### src/rtl/spl_pkg.sv
// ----------------------------------------------------------------------------
// spl_pkg: shared types and constants
// Types for the light table's items, configuration and the control interface
// between sequencer and datapath.
// ----------------------------------------------------------------------------
package spl_pkg;

  // command codes
  localparam logic [1:0] CMD_ADD   = 2'd0;
  localparam logic [1:0] CMD_CLEAR = 2'd1;
  localparam logic [1:0] CMD_EMIT  = 2'd2;

  // register indexes (byte address is four times the index)
  localparam logic [1:0] REG_REF_X      = 2'd0;
  localparam logic [1:0] REG_REF_Y      = 2'd1;
  localparam logic [1:0] REG_REF_Z      = 2'd2;
  localparam logic [1:0] REG_BRIGHTNESS = 2'd3;

  localparam int ADDR_W = 4;

  localparam logic [8:0] BRIGHT_RESET = 9'd256;

  // distance thresholds and scale factors
  localparam int DIST_LIMIT  = 320;
  localparam int DIST_FULL   = 192;
  localparam int DIR_SCALE   = 120;
  localparam int ATTEN_SHIFT = 7;
  localparam int COL_SHIFT   = 8;

  // restoring division: seven quotient bits, one per cycle
  localparam int DIV_STEPS = 7;
  localparam int CNT_W     = 3;

  typedef enum logic [2:0] {
    ST_IDLE,
    ST_DIFF,
    ST_SUM,
    ST_EFF,
    ST_DIV,
    ST_WRITE,
    ST_EMIT,
    ST_EMPTY
  } state_t;

  typedef struct packed {
    logic [1:0]         cmd;
    logic signed [15:0] pos_x;
    logic signed [15:0] pos_y;
    logic signed [15:0] pos_z;
    logic [14:0]        light_strength;
    logic [7:0]         col_red;
    logic [7:0]         col_green;
    logic [7:0]         col_blue;
  } in_item_t;

  typedef struct packed {
    logic               entry_valid;
    logic [2:0]         list_position;
    logic [7:0]         out_red;
    logic [7:0]         out_green;
    logic [7:0]         out_blue;
    logic signed [7:0]  dir_x;
    logic signed [7:0]  dir_y;
    logic signed [7:0]  dir_z;
    logic               last;
  } out_item_t;

  typedef struct packed {
    logic signed [15:0] ref_x;
    logic signed [15:0] ref_y;
    logic signed [15:0] ref_z;
    logic [8:0]         brightness;
  } cfg_t;

  // sequencer to datapath
  typedef struct packed {
    logic capture;
    logic clear_slots;
    logic calc_diff;
    logic calc_sum;
    logic calc_eff;
    logic div_step;
    logic write_slot;
    logic cnt_clr;
    logic cnt_inc;
    logic out_load;
    logic out_load_empty;
  } ctrl_cmd_t;

  // datapath to sequencer
  typedef struct packed {
    logic [1:0] in_cmd;
    logic       table_empty;
    logic       div_done;
    logic       slot_used;
    logic       slot_last;
    logic       out_free;
  } ctrl_status_t;

endpackage

### src/rtl/spl_regs.sv
// ----------------------------------------------------------------------------
// spl_regs: configuration register bank
// APB-style slave holding the reference point and the emit brightness.
// ----------------------------------------------------------------------------
module spl_regs (
  input  logic                        clk,
  input  logic                        rst,
  input  logic                        psel,
  input  logic                        penable,
  input  logic                        pwrite,
  input  logic [spl_pkg::ADDR_W-1:0]  paddr,
  input  logic [31:0]                 pwdata,
  output logic [31:0]                 prdata,
  output logic                        pready,
  output spl_pkg::cfg_t               cfg
);

  logic wr_en;

  assign pready = 1'b1;
  assign wr_en  = psel && penable && pwrite;

  // register writes
  always_ff @(posedge clk) begin
    if (rst) begin
      cfg.ref_x      <= '0;
      cfg.ref_y      <= '0;
      cfg.ref_z      <= '0;
      cfg.brightness <= spl_pkg::BRIGHT_RESET;
    end else if (wr_en) begin
      unique case (paddr[3:2])
        spl_pkg::REG_REF_X:      cfg.ref_x      <= pwdata[15:0];
        spl_pkg::REG_REF_Y:      cfg.ref_y      <= pwdata[15:0];
        spl_pkg::REG_REF_Z:      cfg.ref_z      <= pwdata[15:0];
        spl_pkg::REG_BRIGHTNESS: cfg.brightness <= pwdata[8:0];
        default: ;
      endcase
    end
  end

  // read mux
  always_comb begin
    unique case (paddr[3:2])
      spl_pkg::REG_REF_X:      prdata = {16'b0, cfg.ref_x};
      spl_pkg::REG_REF_Y:      prdata = {16'b0, cfg.ref_y};
      spl_pkg::REG_REF_Z:      prdata = {16'b0, cfg.ref_z};
      spl_pkg::REG_BRIGHTNESS: prdata = {23'b0, cfg.brightness};
      default:                 prdata = '0;
    endcase
  end

endmodule

### src/rtl/spl_dp.sv
// ----------------------------------------------------------------------------
// spl_dp: light table datapath
// Distance and attenuation, three bit-serial direction dividers, weakest slot
// scan, the slot table and the registered output stage.
// ----------------------------------------------------------------------------
module spl_dp #(
  parameter int SLOT_COUNT = 5
) (
  input  logic                  clk,
  input  logic                  rst,
  input  spl_pkg::cfg_t         cfg,
  input  spl_pkg::in_item_t     in_item,
  input  spl_pkg::ctrl_cmd_t    cmd,
  output spl_pkg::ctrl_status_t status,
  output logic                  out_valid,
  input  logic                  out_stall,
  output spl_pkg::out_item_t    out_item
);

  localparam int IW = (SLOT_COUNT > 1) ? $clog2(SLOT_COUNT) : 1;

  // captured item
  spl_pkg::in_item_t item;

  // distance stage
  logic [15:0] adx, ady, adz;
  logic        neg_x, neg_y, neg_z;
  logic [17:0] mdist;
  logic        in_range;
  logic [14:0] eff;

  // dividers and scan
  logic [15:0]    rem_x, rem_y, rem_z;
  logic [14:0]    dshift;
  logic [6:0]     q_x, q_y, q_z;
  logic [14:0]    low;
  logic [IW-1:0]  pick;
  logic [spl_pkg::CNT_W-1:0] cnt;
  logic [2:0]     pos_cnt;

  // slot table
  logic [14:0]       slot_strength [SLOT_COUNT];
  logic [14:0]       slot_red      [SLOT_COUNT];
  logic [14:0]       slot_green    [SLOT_COUNT];
  logic [14:0]       slot_blue     [SLOT_COUNT];
  logic signed [7:0] slot_dir_x    [SLOT_COUNT];
  logic signed [7:0] slot_dir_y    [SLOT_COUNT];
  logic signed [7:0] slot_dir_z    [SLOT_COUNT];

  // combinational helpers
  logic signed [16:0] dx, dy, dz;
  logic [16:0]        ndx, ndy, ndz;
  logic [8:0]         atten;
  logic [21:0]        atten_prod;
  logic [14:0]        eff_next;
  logic [15:0]        num_x, num_y, num_z;
  logic [22:0]        prod_r, prod_g, prod_b;
  logic [IW-1:0]      idx;
  logic               scan_on;
  logic [SLOT_COUNT-1:0] used;
  logic [SLOT_COUNT-1:0] above;
  logic [23:0]        br_r, br_g, br_b;
  logic               do_write;

  function automatic logic signed [7:0] sign_dir(input logic neg, input logic [6:0] q);
    logic [7:0] mag;
    mag = {1'b0, q};
    return neg ? 8'(-mag) : mag;
  endfunction

  function automatic logic [7:0] sat8(input logic [23:0] v);
    return (|v[23:16]) ? 8'hff : v[15:8];
  endfunction

  assign idx     = cnt[IW-1:0];
  assign scan_on = cnt < spl_pkg::CNT_W'(SLOT_COUNT);

  // offsets from the reference point
  assign dx  = {item.pos_x[15], item.pos_x} - {cfg.ref_x[15], cfg.ref_x};
  assign dy  = {item.pos_y[15], item.pos_y} - {cfg.ref_y[15], cfg.ref_y};
  assign dz  = {item.pos_z[15], item.pos_z} - {cfg.ref_z[15], cfg.ref_z};
  assign ndx = -dx;
  assign ndy = -dy;
  assign ndz = -dz;

  // attenuation beyond the full-strength radius
  assign atten      = 9'(spl_pkg::DIST_LIMIT) - mdist[8:0];
  assign atten_prod = 22'(item.light_strength) * 22'(atten[6:0]);
  assign eff_next   = (mdist <= 18'(spl_pkg::DIST_FULL)) ? item.light_strength
                    : atten_prod[21:spl_pkg::ATTEN_SHIFT];

  // dividend for each direction component
  assign num_x = 16'(adx[8:0]) * 16'(spl_pkg::DIR_SCALE);
  assign num_y = 16'(ady[8:0]) * 16'(spl_pkg::DIR_SCALE);
  assign num_z = 16'(adz[8:0]) * 16'(spl_pkg::DIR_SCALE);

  // stored colour
  assign prod_r = 23'(item.col_red)   * 23'(eff);
  assign prod_g = 23'(item.col_green) * 23'(eff);
  assign prod_b = 23'(item.col_blue)  * 23'(eff);

  assign do_write = cmd.write_slot && in_range && (low < eff);

  // used slots and the slots after the current one
  always_comb begin
    for (int j = 0; j < SLOT_COUNT; j++) begin
      used[j]  = slot_strength[j] != '0;
      above[j] = spl_pkg::CNT_W'(j) > cnt;
    end
  end

  // emitted colour
  assign br_r = 24'(slot_red[idx])   * 24'(cfg.brightness);
  assign br_g = 24'(slot_green[idx]) * 24'(cfg.brightness);
  assign br_b = 24'(slot_blue[idx])  * 24'(cfg.brightness);

  // status to the sequencer
  assign status.in_cmd      = in_item.cmd;
  assign status.table_empty = ~|used;
  assign status.div_done    = cnt == spl_pkg::CNT_W'(spl_pkg::DIV_STEPS - 1);
  assign status.slot_used   = used[idx];
  assign status.slot_last   = ~|(used & above);
  assign status.out_free    = !out_valid || !out_stall;

  // item capture, distance and attenuation
  always_ff @(posedge clk) begin
    if (cmd.capture) begin
      item <= in_item;
    end
    if (cmd.calc_diff) begin
      neg_x <= dx[16];
      neg_y <= dy[16];
      neg_z <= dz[16];
      adx   <= dx[16] ? ndx[15:0] : dx[15:0];
      ady   <= dy[16] ? ndy[15:0] : dy[15:0];
      adz   <= dz[16] ? ndz[15:0] : dz[15:0];
    end
    if (cmd.calc_sum) begin
      mdist    <= 18'(adx) + 18'(ady) + 18'(adz);
      in_range <= (18'(adx) + 18'(ady) + 18'(adz) != '0)
               && (18'(adx) + 18'(ady) + 18'(adz) < 18'(spl_pkg::DIST_LIMIT));
    end
    if (cmd.calc_eff) begin
      eff <= eff_next;
    end
  end

  // dividers and weakest slot scan
  always_ff @(posedge clk) begin
    if (cmd.calc_eff) begin
      rem_x  <= num_x;
      rem_y  <= num_y;
      rem_z  <= num_z;
      dshift <= {mdist[8:0], 6'b0};
      q_x    <= '0;
      q_y    <= '0;
      q_z    <= '0;
      low    <= '1;
      pick   <= '0;
    end else if (cmd.div_step) begin
      if (rem_x >= 16'(dshift)) begin
        rem_x <= rem_x - 16'(dshift);
        q_x   <= {q_x[5:0], 1'b1};
      end else begin
        q_x   <= {q_x[5:0], 1'b0};
      end
      if (rem_y >= 16'(dshift)) begin
        rem_y <= rem_y - 16'(dshift);
        q_y   <= {q_y[5:0], 1'b1};
      end else begin
        q_y   <= {q_y[5:0], 1'b0};
      end
      if (rem_z >= 16'(dshift)) begin
        rem_z <= rem_z - 16'(dshift);
        q_z   <= {q_z[5:0], 1'b1};
      end else begin
        q_z   <= {q_z[5:0], 1'b0};
      end
      dshift <= dshift >> 1;
      if (scan_on && (slot_strength[idx] < low)) begin
        low  <= slot_strength[idx];
        pick <= idx;
      end
    end
  end

  // step counter and list position
  always_ff @(posedge clk) begin
    if (rst) begin
      cnt     <= '0;
      pos_cnt <= '0;
    end else if (cmd.cnt_clr) begin
      cnt     <= '0;
      pos_cnt <= '0;
    end else begin
      if (cmd.cnt_inc) begin
        cnt <= cnt + 1'b1;
      end
      if (cmd.out_load) begin
        pos_cnt <= pos_cnt + 1'b1;
      end
    end
  end

  // slot strengths, cleared by reset and by the clear command
  always_ff @(posedge clk) begin
    if (rst || cmd.clear_slots) begin
      for (int j = 0; j < SLOT_COUNT; j++) begin
        slot_strength[j] <= '0;
      end
    end else if (do_write) begin
      slot_strength[pick] <= eff;
    end
  end

  // slot payload
  always_ff @(posedge clk) begin
    if (do_write) begin
      slot_red[pick]   <= prod_r[22:spl_pkg::COL_SHIFT];
      slot_green[pick] <= prod_g[22:spl_pkg::COL_SHIFT];
      slot_blue[pick]  <= prod_b[22:spl_pkg::COL_SHIFT];
      slot_dir_x[pick] <= sign_dir(neg_x, q_x);
      slot_dir_y[pick] <= sign_dir(neg_y, q_y);
      slot_dir_z[pick] <= sign_dir(neg_z, q_z);
    end
  end

  // output register
  always_ff @(posedge clk) begin
    if (rst) begin
      out_valid <= 1'b0;
    end else if (cmd.out_load || cmd.out_load_empty) begin
      out_valid <= 1'b1;
    end else if (!out_stall) begin
      out_valid <= 1'b0;
    end
  end

  always_ff @(posedge clk) begin
    if (cmd.out_load) begin
      out_item.entry_valid   <= 1'b1;
      out_item.list_position <= pos_cnt + 1'b1;
      out_item.out_red       <= sat8(br_r);
      out_item.out_green     <= sat8(br_g);
      out_item.out_blue      <= sat8(br_b);
      out_item.dir_x         <= slot_dir_x[idx];
      out_item.dir_y         <= slot_dir_y[idx];
      out_item.dir_z         <= slot_dir_z[idx];
      out_item.last          <= status.slot_last;
    end else if (cmd.out_load_empty) begin
      out_item <= '{last: 1'b1, default: '0};
    end
  end

`ifndef SYNTHESIS
  a_dir_bound: assert property (@(posedge clk) disable iff (rst)
    do_write |-> (q_x <= 7'(spl_pkg::DIR_SCALE)) && (q_y <= 7'(spl_pkg::DIR_SCALE))
                 && (q_z <= 7'(spl_pkg::DIR_SCALE)))
    else $error("direction quotient above scale");
  a_load_free: assert property (@(posedge clk) disable iff (rst)
    (cmd.out_load || cmd.out_load_empty) |-> status.out_free)
    else $error("output register overwritten before taken");
  a_clear_empties: assert property (@(posedge clk) disable iff (rst)
    cmd.clear_slots |=> status.table_empty)
    else $error("table not empty after clear");
`endif

endmodule

### src/rtl/spl_ctrl.sv
// ----------------------------------------------------------------------------
// spl_ctrl: light table sequencer
// Steps an add through distance, attenuation and division, clears the table on a
// clear, and walks the table on an emit.
// ----------------------------------------------------------------------------
module spl_ctrl (
  input  logic                  clk,
  input  logic                  rst,
  input  logic                  in_valid,
  output logic                  in_stall,
  input  spl_pkg::ctrl_status_t status,
  output spl_pkg::ctrl_cmd_t    cmd
);

  spl_pkg::state_t state, state_next;

  // state register
  always_ff @(posedge clk) begin
    if (rst) begin
      state <= spl_pkg::ST_IDLE;
    end else begin
      state <= state_next;
    end
  end

  // next state and commands
  always_comb begin
    state_next = state;
    cmd        = '0;
    in_stall   = 1'b1;
    unique case (state)
      spl_pkg::ST_IDLE: begin
        in_stall = 1'b0;
        if (in_valid) begin
          cmd.capture = 1'b1;
          case (status.in_cmd)
            spl_pkg::CMD_ADD: begin
              state_next = spl_pkg::ST_DIFF;
            end
            spl_pkg::CMD_CLEAR: begin
              cmd.clear_slots = 1'b1;
            end
            spl_pkg::CMD_EMIT: begin
              cmd.cnt_clr = 1'b1;
              state_next  = status.table_empty ? spl_pkg::ST_EMPTY : spl_pkg::ST_EMIT;
            end
            default: ;
          endcase
        end
      end
      spl_pkg::ST_DIFF: begin
        cmd.calc_diff = 1'b1;
        state_next    = spl_pkg::ST_SUM;
      end
      spl_pkg::ST_SUM: begin
        cmd.calc_sum = 1'b1;
        state_next   = spl_pkg::ST_EFF;
      end
      spl_pkg::ST_EFF: begin
        cmd.calc_eff = 1'b1;
        cmd.cnt_clr  = 1'b1;
        state_next   = spl_pkg::ST_DIV;
      end
      spl_pkg::ST_DIV: begin
        cmd.div_step = 1'b1;
        cmd.cnt_inc  = 1'b1;
        if (status.div_done) begin
          state_next = spl_pkg::ST_WRITE;
        end
      end
      spl_pkg::ST_WRITE: begin
        cmd.write_slot = 1'b1;
        state_next     = spl_pkg::ST_IDLE;
      end
      spl_pkg::ST_EMIT: begin
        if (!status.slot_used) begin
          cmd.cnt_inc = 1'b1;
        end else if (status.out_free) begin
          cmd.out_load = 1'b1;
          cmd.cnt_inc  = 1'b1;
          if (status.slot_last) begin
            state_next = spl_pkg::ST_IDLE;
          end
        end
      end
      spl_pkg::ST_EMPTY: begin
        if (status.out_free) begin
          cmd.out_load_empty = 1'b1;
          state_next         = spl_pkg::ST_IDLE;
        end
      end
      default: state_next = spl_pkg::ST_IDLE;
    endcase
  end

`ifndef SYNTHESIS
  a_emit_nonempty: assert property (@(posedge clk) disable iff (rst)
    (state == spl_pkg::ST_EMIT) |-> !status.table_empty)
    else $error("emit walk over an empty table");
  a_empty_once: assert property (@(posedge clk) disable iff (rst)
    cmd.out_load_empty |=> (state == spl_pkg::ST_IDLE))
    else $error("empty result not followed by idle");
  a_write_after_div: assert property (@(posedge clk) disable iff (rst)
    (state == spl_pkg::ST_WRITE) |-> ($past(state) == spl_pkg::ST_DIV) && $past(status.div_done))
    else $error("slot write without finished division");
`endif

endmodule

### src/rtl/strongest_point_light_table.sv
// Add: offset, sum, attenuation, seven divider steps that also scan the slots,
//   slot write and idle until the next acceptance; no result. Clear: no result.
// Emit: one slot per cycle up to the last used one, a used slot waiting until the
//   output register is free; each result registered as it is formed and held while
//   out_stall is high. Empty table: one result. The sequencer works on one item
// at a time. Synchronous active-high reset empties the table, refs 0, brightness 256.
// ----------------------------------------------------------------------------
// strongest_point_light_table: top level
// Keeps the strongest point lights near a reference point and lists them.
// ----------------------------------------------------------------------------
module strongest_point_light_table #(
  parameter int SLOT_COUNT = 5
) (
  input  logic                        clk,
  input  logic                        rst,
  input  logic                        psel,
  input  logic                        penable,
  input  logic                        pwrite,
  input  logic [spl_pkg::ADDR_W-1:0]  paddr,
  input  logic [31:0]                 pwdata,
  output logic [31:0]                 prdata,
  output logic                        pready,
  input  logic                        in_valid,
  output logic                        in_stall,
  input  spl_pkg::in_item_t           in_item,
  output logic                        out_valid,
  input  logic                        out_stall,
  output spl_pkg::out_item_t          out_item
);

  spl_pkg::cfg_t         cfg;
  spl_pkg::ctrl_cmd_t    cmd;
  spl_pkg::ctrl_status_t status;

  // configuration registers
  spl_regs u_regs (
    .clk     (clk),
    .rst     (rst),
    .psel    (psel),
    .penable (penable),
    .pwrite  (pwrite),
    .paddr   (paddr),
    .pwdata  (pwdata),
    .prdata  (prdata),
    .pready  (pready),
    .cfg     (cfg)
  );

  // sequencer
  spl_ctrl u_ctrl (
    .clk      (clk),
    .rst      (rst),
    .in_valid (in_valid),
    .in_stall (in_stall),
    .status   (status),
    .cmd      (cmd)
  );

  // datapath
  spl_dp #(
    .SLOT_COUNT (SLOT_COUNT)
  ) u_dp (
    .clk       (clk),
    .rst       (rst),
    .cfg       (cfg),
    .in_item   (in_item),
    .cmd       (cmd),
    .status    (status),
    .out_valid (out_valid),
    .out_stall (out_stall),
    .out_item  (out_item)
  );

endmodule
### config.mk
export PLATFORM = sky130hd
export DESIGN_NAME = strongest_point_light_table
export DESIGN_NICKNAME = d
export VERILOG_FILES = /design/src/rtl/spl_pkg.sv /design/src/rtl/spl_regs.sv /design/src/rtl/spl_dp.sv /design/src/rtl/spl_ctrl.sv /design/src/rtl/strongest_point_light_table.sv
export SDC_FILE = /design/constraint.sdc
export NUM_CORES = 2
export LEC_CHECK = 0
export CORE_MARGIN = 1.5
export CORE_UTILIZATION = 39
export DETAILED_ROUTE_END_ITERATION = 12
export DONT_BUFFER_PORTS = 1
export SETUP_SLACK_MARGIN = 0.4
export SYNTH_ARGS = -nofsm -noshare
export SYNTH_HDL_FRONTEND = slang
export SYNTH_SLANG_ARGS = --single-unit
### constraint.sdc
create_clock -name clk -period 10.61 [get_ports clk]
set_input_delay 2.122 -clock clk [delete_from_list [all_inputs] [get_ports clk]]
set_output_delay 2.122 -clock clk [all_outputs]
set_load 0.005 [all_outputs]
# Word level (Yosys, flattened, before mapping)
# Memories as Yosys holds them, arrays and structs flattened. A register that Yosys moved wholly into a read port is not among the register bits.
# Index checks and enable logic that the tools add are counted.
# W data, S select, Z words.
dict set report word_totals {
  regBits 394
  ram_bits 420
  in_bits 132
  wordCells 243
  mem_count 7
}
# name words word_bits read_ports rd_ports_with_merged_regs write_ports line_no
set mem_list {}
lappend mem_list {u_dp.slot_blue 5 15 1 1 1 spl_dp.sv:45} ;# logic [14:0] slot_blue [SLOT_COUNT];
lappend mem_list {u_dp.slot_green 5 15 1 1 1 spl_dp.sv:44} ;# logic [14:0] slot_green [SLOT_COUNT];
lappend mem_list {u_dp.slot_red 5 15 1 1 1 spl_dp.sv:43} ;# logic [14:0] slot_red [SLOT_COUNT];
lappend mem_list {u_dp.slot_strength 5 15 6 1 5 spl_dp.sv:42} ;# logic [14:0] slot_strength [SLOT_COUNT];
lappend mem_list {u_dp.slot_dir_x 5 8 1 1 1 spl_dp.sv:46} ;# logic signed [7:0] slot_dir_x [SLOT_COUNT];
lappend mem_list {u_dp.slot_dir_y 5 8 1 1 1 spl_dp.sv:47} ;# logic signed [7:0] slot_dir_y [SLOT_COUNT];
lappend mem_list {{1 more memories} - - - - - -}
dict set report op_classes {
  n_addsub 17
  multipliers 10
  n_lt_le_gt_ge 14
  n_eq_ne 21
  n_mux 82
  bitwise_logic 1
  n_reduce_logical 45
}
# op count
set ops {}
lappend ops {{$mux W16} 12}
lappend ops {{$pmux W32 S4} 1}
lappend ops {{$mux W52} 2}
lappend ops {{$reduce_bool A15 Y1} 5}
lappend ops {{$mul A15 B9 Y24} 3}
lappend ops {{$mul A8 B15 Y23} 3}
lappend ops {{$mux W3} 21}
lappend ops {{$mux W15} 4}
lappend ops {{$sub A16 B16 Y17} 3}
lappend ops {{$ge A16 B15 Y1} 3}
lappend ops {{$mux W8} 6}
lappend ops {{$neg A16 Y16} 3}
lappend ops {{$sub A16 B15 Y16} 3}
lappend ops {{$mul A9 B4 Y13 const B} 3}
lappend ops {{$lt A15 B15 Y1} 2}
lappend ops {{$mux W1} 28}
lappend ops {{$neg A7 Y8} 3}
lappend ops {{$pmux W3 S8} 1}
lappend ops {{$reduce_or A8 Y1} 3}
lappend ops {{$mul A15 B7 Y22} 1}
lappend ops {{$reduce_and A2 Y1} 11}
lappend ops {{$add A18 B16 Y18} 1}
lappend ops {{$le A18 B8 Y1 const B} 1}
lappend ops {{$lt A18 B9 Y1 const B} 1}
lappend ops {{other kinds (32)} 66}

# Longest topological paths before layout
dict set report logic_depth {
  word_depth 9
  ltp_mapped 26
}

# By module
# From an unflattened synthesis, not the netlist that was laid out.
dict set report hier_totals {
  cells_unflattened 6155
  hier_area_um2 67472.2
}
# module instances cells_per_inst area_each_um2 seq_area_each_um2
set by_module_without_submodules {}
lappend by_module_without_submodules {spl_dp 1 5848 64344.2 23432.5}
lappend by_module_without_submodules {spl_regs 1 263 2822.7 1141.1}
lappend by_module_without_submodules {spl_ctrl 1 44 305.3 60.1}

# Least setup slack after synthesis
# Ideal clock, no wire load.
dict set report synth_path {
  kind {reg2reg}
  startpoint {reg u_dp.eff[1]}
  endpoint {mem u_dp.slot_blue[0][0] (enable)}
  setup_time_ns 0.581
  arrival_time_ns 7.124
  t_required_ns 10.029
  path_slack_ns 2.906
  stages_incl_launch_ff 13
  period_less_slack_ns 7.704
  cell_sequence {edfxtp_1 inv_1 ha_1 a21o_1 a21o_1 a21o_1 a21o_1 a21o_1 a21oi_1 o21a_1 o211ai_1 clkbuf_1 nor3_1}
}
dict set report synth_between {
  elab_chain_cells 4
}
# item line_no
set synth_rtl {}
lappend synth_rtl {{from (decl)} spl_dp.sv:30} ;# logic [14:0] eff;
lappend synth_rtl {{from (signal assigned)} spl_dp.sv:144} ;# eff <= eff_next;
lappend synth_rtl {{$lt A15 B15 Y1} spl_dp.sv:102} ;# assign do_write = cmd.write_slot && in_range && (low < eff);
lappend synth_rtl {{$logic_and A1 B1 Y1} spl_dp.sv:102}
lappend synth_rtl {{$mux W1} spl_dp.sv:218} ;# if (do_write) begin
lappend synth_rtl {{$mux W1 (not written as such)} spl_dp.sv:221} ;# slot_blue[pick] <= prod_b[22:spl_pkg::COL_SHIFT];
lappend synth_rtl {{to (decl)} spl_dp.sv:45}
# Every way passes these cells.

==> summary.md <==
| Metric | Value |
|---|---|
| Mapped Area | 0.0667 mm^2 |
| Cells on worst reg2reg path | 22 |
| Clock Path Buffers | 3 |
| Area contributors post-synth | edfxtp_1, fa_1, ha_1, nand2_1, inv_1 |
| Max Clock Skew | 0.0370 ns |
| Global-route met1 utilization | 0.251 |
| Top cell type by total area after synthesis | edfxtp_1 |
| Top-area cell type share of the netlist area | 0.332 |
| Post-route setup slack | 2.93 ns |
| Global-route wire length before repair | 254000 um |
| Full die area | 0.174 mm^2 |
| Worst setup SP type | flip-flop |
| Detailed Place HPWL | 116000 um |
| Share of cells above drive strength 1 | 0.0643 |
| # fillers | 16000 |
| Routability cong. | 0.853 |
| Worst EP required | 11.03 ns |
| Worst R2R Setup Slack | 2.93 ns |
| Mean post-synth cell area | 10.9 um^2 |
| Tcrit/Tclk final | 0.724 |
| Max-cap violations | 0 |
| Flop and latch count out of synthesis | 862 |
| DR iter-0 viols | 2773 |
| Tmin final | 7.68 ns |
| CP arrival | 8.10 ns |
| Num ports | 220 |
| Number of synthesized flops with an enable pin | 737 |
| Critical path type | flip-flop to flip-flop |
| Setup TNS | 0 ns |
| FMAX | 0.130 GHz |
| Worst skew pair latency | 0.73 ns |
| CTS H-Tree Depth | 3 |
| Area of placed instances | 0.0692 mm^2 |
| Die Y | 417 um |
| Initial core utilization | 0.393 |
| Netlist cell types | 81 |
| Largest net degree at the start of global routing | 65 |
| Initial antenna violation count | 13 |
| CTS sink count | 862 |
| Slew headroom | 0.160 |
| Worst R2R End | u_dp.out_item[39] |
| Fin nets | 7327 |
| PortBufs | 0 |
| Final non-filler cell area | 0.0724 mm^2 |
| Crit path max fanout | 50 |
| Area grow syn2layout | 8.56% |
| CTS buffer count | 97 |
| Clock Pin Slew Worst Setup and Hold Paths | 0.06 ns |
| Worst-Margin Slew | 1.22 ns |
| Routed WL | 161000 um |
| Synthesis warning total | 0 |
| Pins Over Slew Limit | 0 |
| GR Util met2 | 0.305 |
| GR peak layer | met2 |
| Crit end category | flip-flop |
| Cts repair resizes | 0 |
| Met3 usage | 0.0370 |
| Synth Flop Type | edfxtp_1 |
| Row count | 151 |
| Residual DRC | 0 |
| Worst Hold Class | flip-flop to flip-flop |
| Core area | 0.170 mm^2 |
| Status | complete, no violations |
| Pre-CTS setup slack | 2.91 ns |
| RSZ-0062 raised after global routing | false |
| Final setup violation count | 0 |
| Hold buffer count at CTS | 0 |
| Gr usage total | 0.187 |
| CTS tree | yes |
| Post-CTS setup buffers | 0 |
| Drt via density | 5.20 |
| Die Wd | 417 um |
| Vias in the first global route | 44800 |
| Post-synthesis sequential area ratio | 0.369 |
| Clock root cell | clkbuf_16 |
| Vias | 43600 |
| WL/cell | 19.1 um |
| Post-synth ARST share | 0 |
| Final number of hold-violating endpoints | 0 |
| Critical Path Sink | u_dp.out_item[39] |
| GRT overflow | 0 |
| Gate Count Post-Synth | 6146 |
| Hold path cells | 2 |
| First-pass iteration count of the detailed router | 5 |
| Routed Antenna Nets | 0 |
## routing by layer
layer / share of wire / vias to the layer above
met1: 0.45 / 21800
met4: 0.027 / 14
met3: 0.062 / 202
met5: 0.00055 / -
li1: - / 20600
met2: 0.46 / 1033
## cell usage after synthesis (all sizes together), types with 8 or more instances
master,n
mux2i,46
a22o,31
o211ai,28
a41oi,12
nand2,875
o21a,38
o21ai,156
a21boi,25
xnor2,165
buf,40
ha,490
a21o,62
a211oi,19
or4,8
nor3,131
or2,18
nand4,22
nand3,39
fa,620
and3,35
a31oi,20
nor2b,114
inv,813
mux4,109
o31a,10
dfxtp,125
nor4,33
o22ai,17
clkbuf,202
o41ai,9
o31ai,23
nand2b,61
and2,333
a211o,9
edfxtp,737
or3,33
nor2,180
a21oi,245
xor2,77
o21bai,37
## flip-flops by register name (all words and copies together), names as in the netlist, 18 cells and up, named ones only
signal	cells
u_dp.slot_dir_x	40
u_dp.slot_red	75
u_dp.out_item	53
u_dp.slot_dir_y	40
u_regs.cfg	57
u_dp.slot_strength	120
u_dp.slot_blue	75
u_dp.mdist	18
u_dp.item	87
u_dp.slot_dir_z	40
u_dp.slot_green	75
## area by class of cell
type                    count  area [um^2]  area share
inverters                 816         3060      0.0423
well taps                2218         2780      0.0383
multi-input cells        4241        38200       0.528
diodes                      3         7.51    0.000104
clock buffers             126         2630      0.0363
repair buffers             67          503     0.00695
clock inverters            58          552     0.00762
flip-flops and latches    862        24700       0.340
## worst min path at each step
stage,from,to
final,u_dp.rem_x[0],u_dp.rem_x[0]
after global routing,u_regs.cfg[8],u_regs.cfg[8]
after CTS,u_dp.rem_x[0],u_dp.rem_x[0]
after detailed placement,u_dp.rem_x[0],u_dp.rem_x[0]
after global placement,u_dp.rem_x[0],u_dp.rem_x[0]
after floorplan,u_dp.rem_x[0],u_dp.rem_x[0]
## metrics by stage
stage               instances  hold WS (ns)   util
floorplan                6161         0.435      -
global placement         8204         0.444  0.408
detailed placement       8204         0.455  0.408
CTS                      8388         0.467  0.427
global route             8389         0.490  0.427
finish                   8391         0.461  0.427
## cell families (layout without fill, tap and decap cells)
logic type / after synthesis / count (layout) / synth area share
adders and majority gates: 1110 / 1110 / 0.278
other: 2 / 20 / 0.000113
DFF: 862 / 862 / 0.369
xor gates and xnor gates: 242 / 242 / 0.0318
AOI/OAI and AO/OA: 805 / 805 / 0.0786
muxes: 162 / 162 / 0.0449
and+or+nand+nor: 1905 / 1905 / 0.137
buffers and inverters: 1058 / 1067 / 0.0606
## cells in the final DEF, fill, tap and decap left out, types with 37 or more instances in the layout
cell / count
a21o_1: 62
a21oi_1: 245
and2_1: 332
buf_4: 67
clkbuf_16: 99
dfxtp_1: 115
edfxtp_1: 737
fa_1: 620
ha_1: 490
inv_1: 812
mux2i_1: 46
mux4_2: 109
nand2_1: 874
nand2b_1: 61
nand3_1: 39
nor2_1: 175
nor2b_1: 113
nor3_1: 128
o21a_1: 38
o21ai_0: 149
o21bai_1: 37
xnor2_1: 163
xor2_1: 75
## critical path, cell delays in order (launching register included)
cell and delay, ns:
dfxtp_4 0.90, buf_4 0.46, mux4_2 0.35, nand2_1 0.08, nand2_1 0.27, and2_1 0.29
fa_1 0.48, fa_1 0.53, fa_1 0.50, inv_1 0.06, fa_1 0.48, inv_1 0.04
ha_1 0.35, a21o_1 0.13, a21o_1 0.12, nor3b_1 0.06, a211oi_1 0.73, nand3_1 0.15
a31oi_1 0.31, a21oi_1 0.13, mux2i_1 0.20, o2111a_1 0.51, a21oi_1 0.16
Power is left out: the tool's default activity adds up to more than one toggle a clock period on the data nets, which glitch-free logic cannot reach.
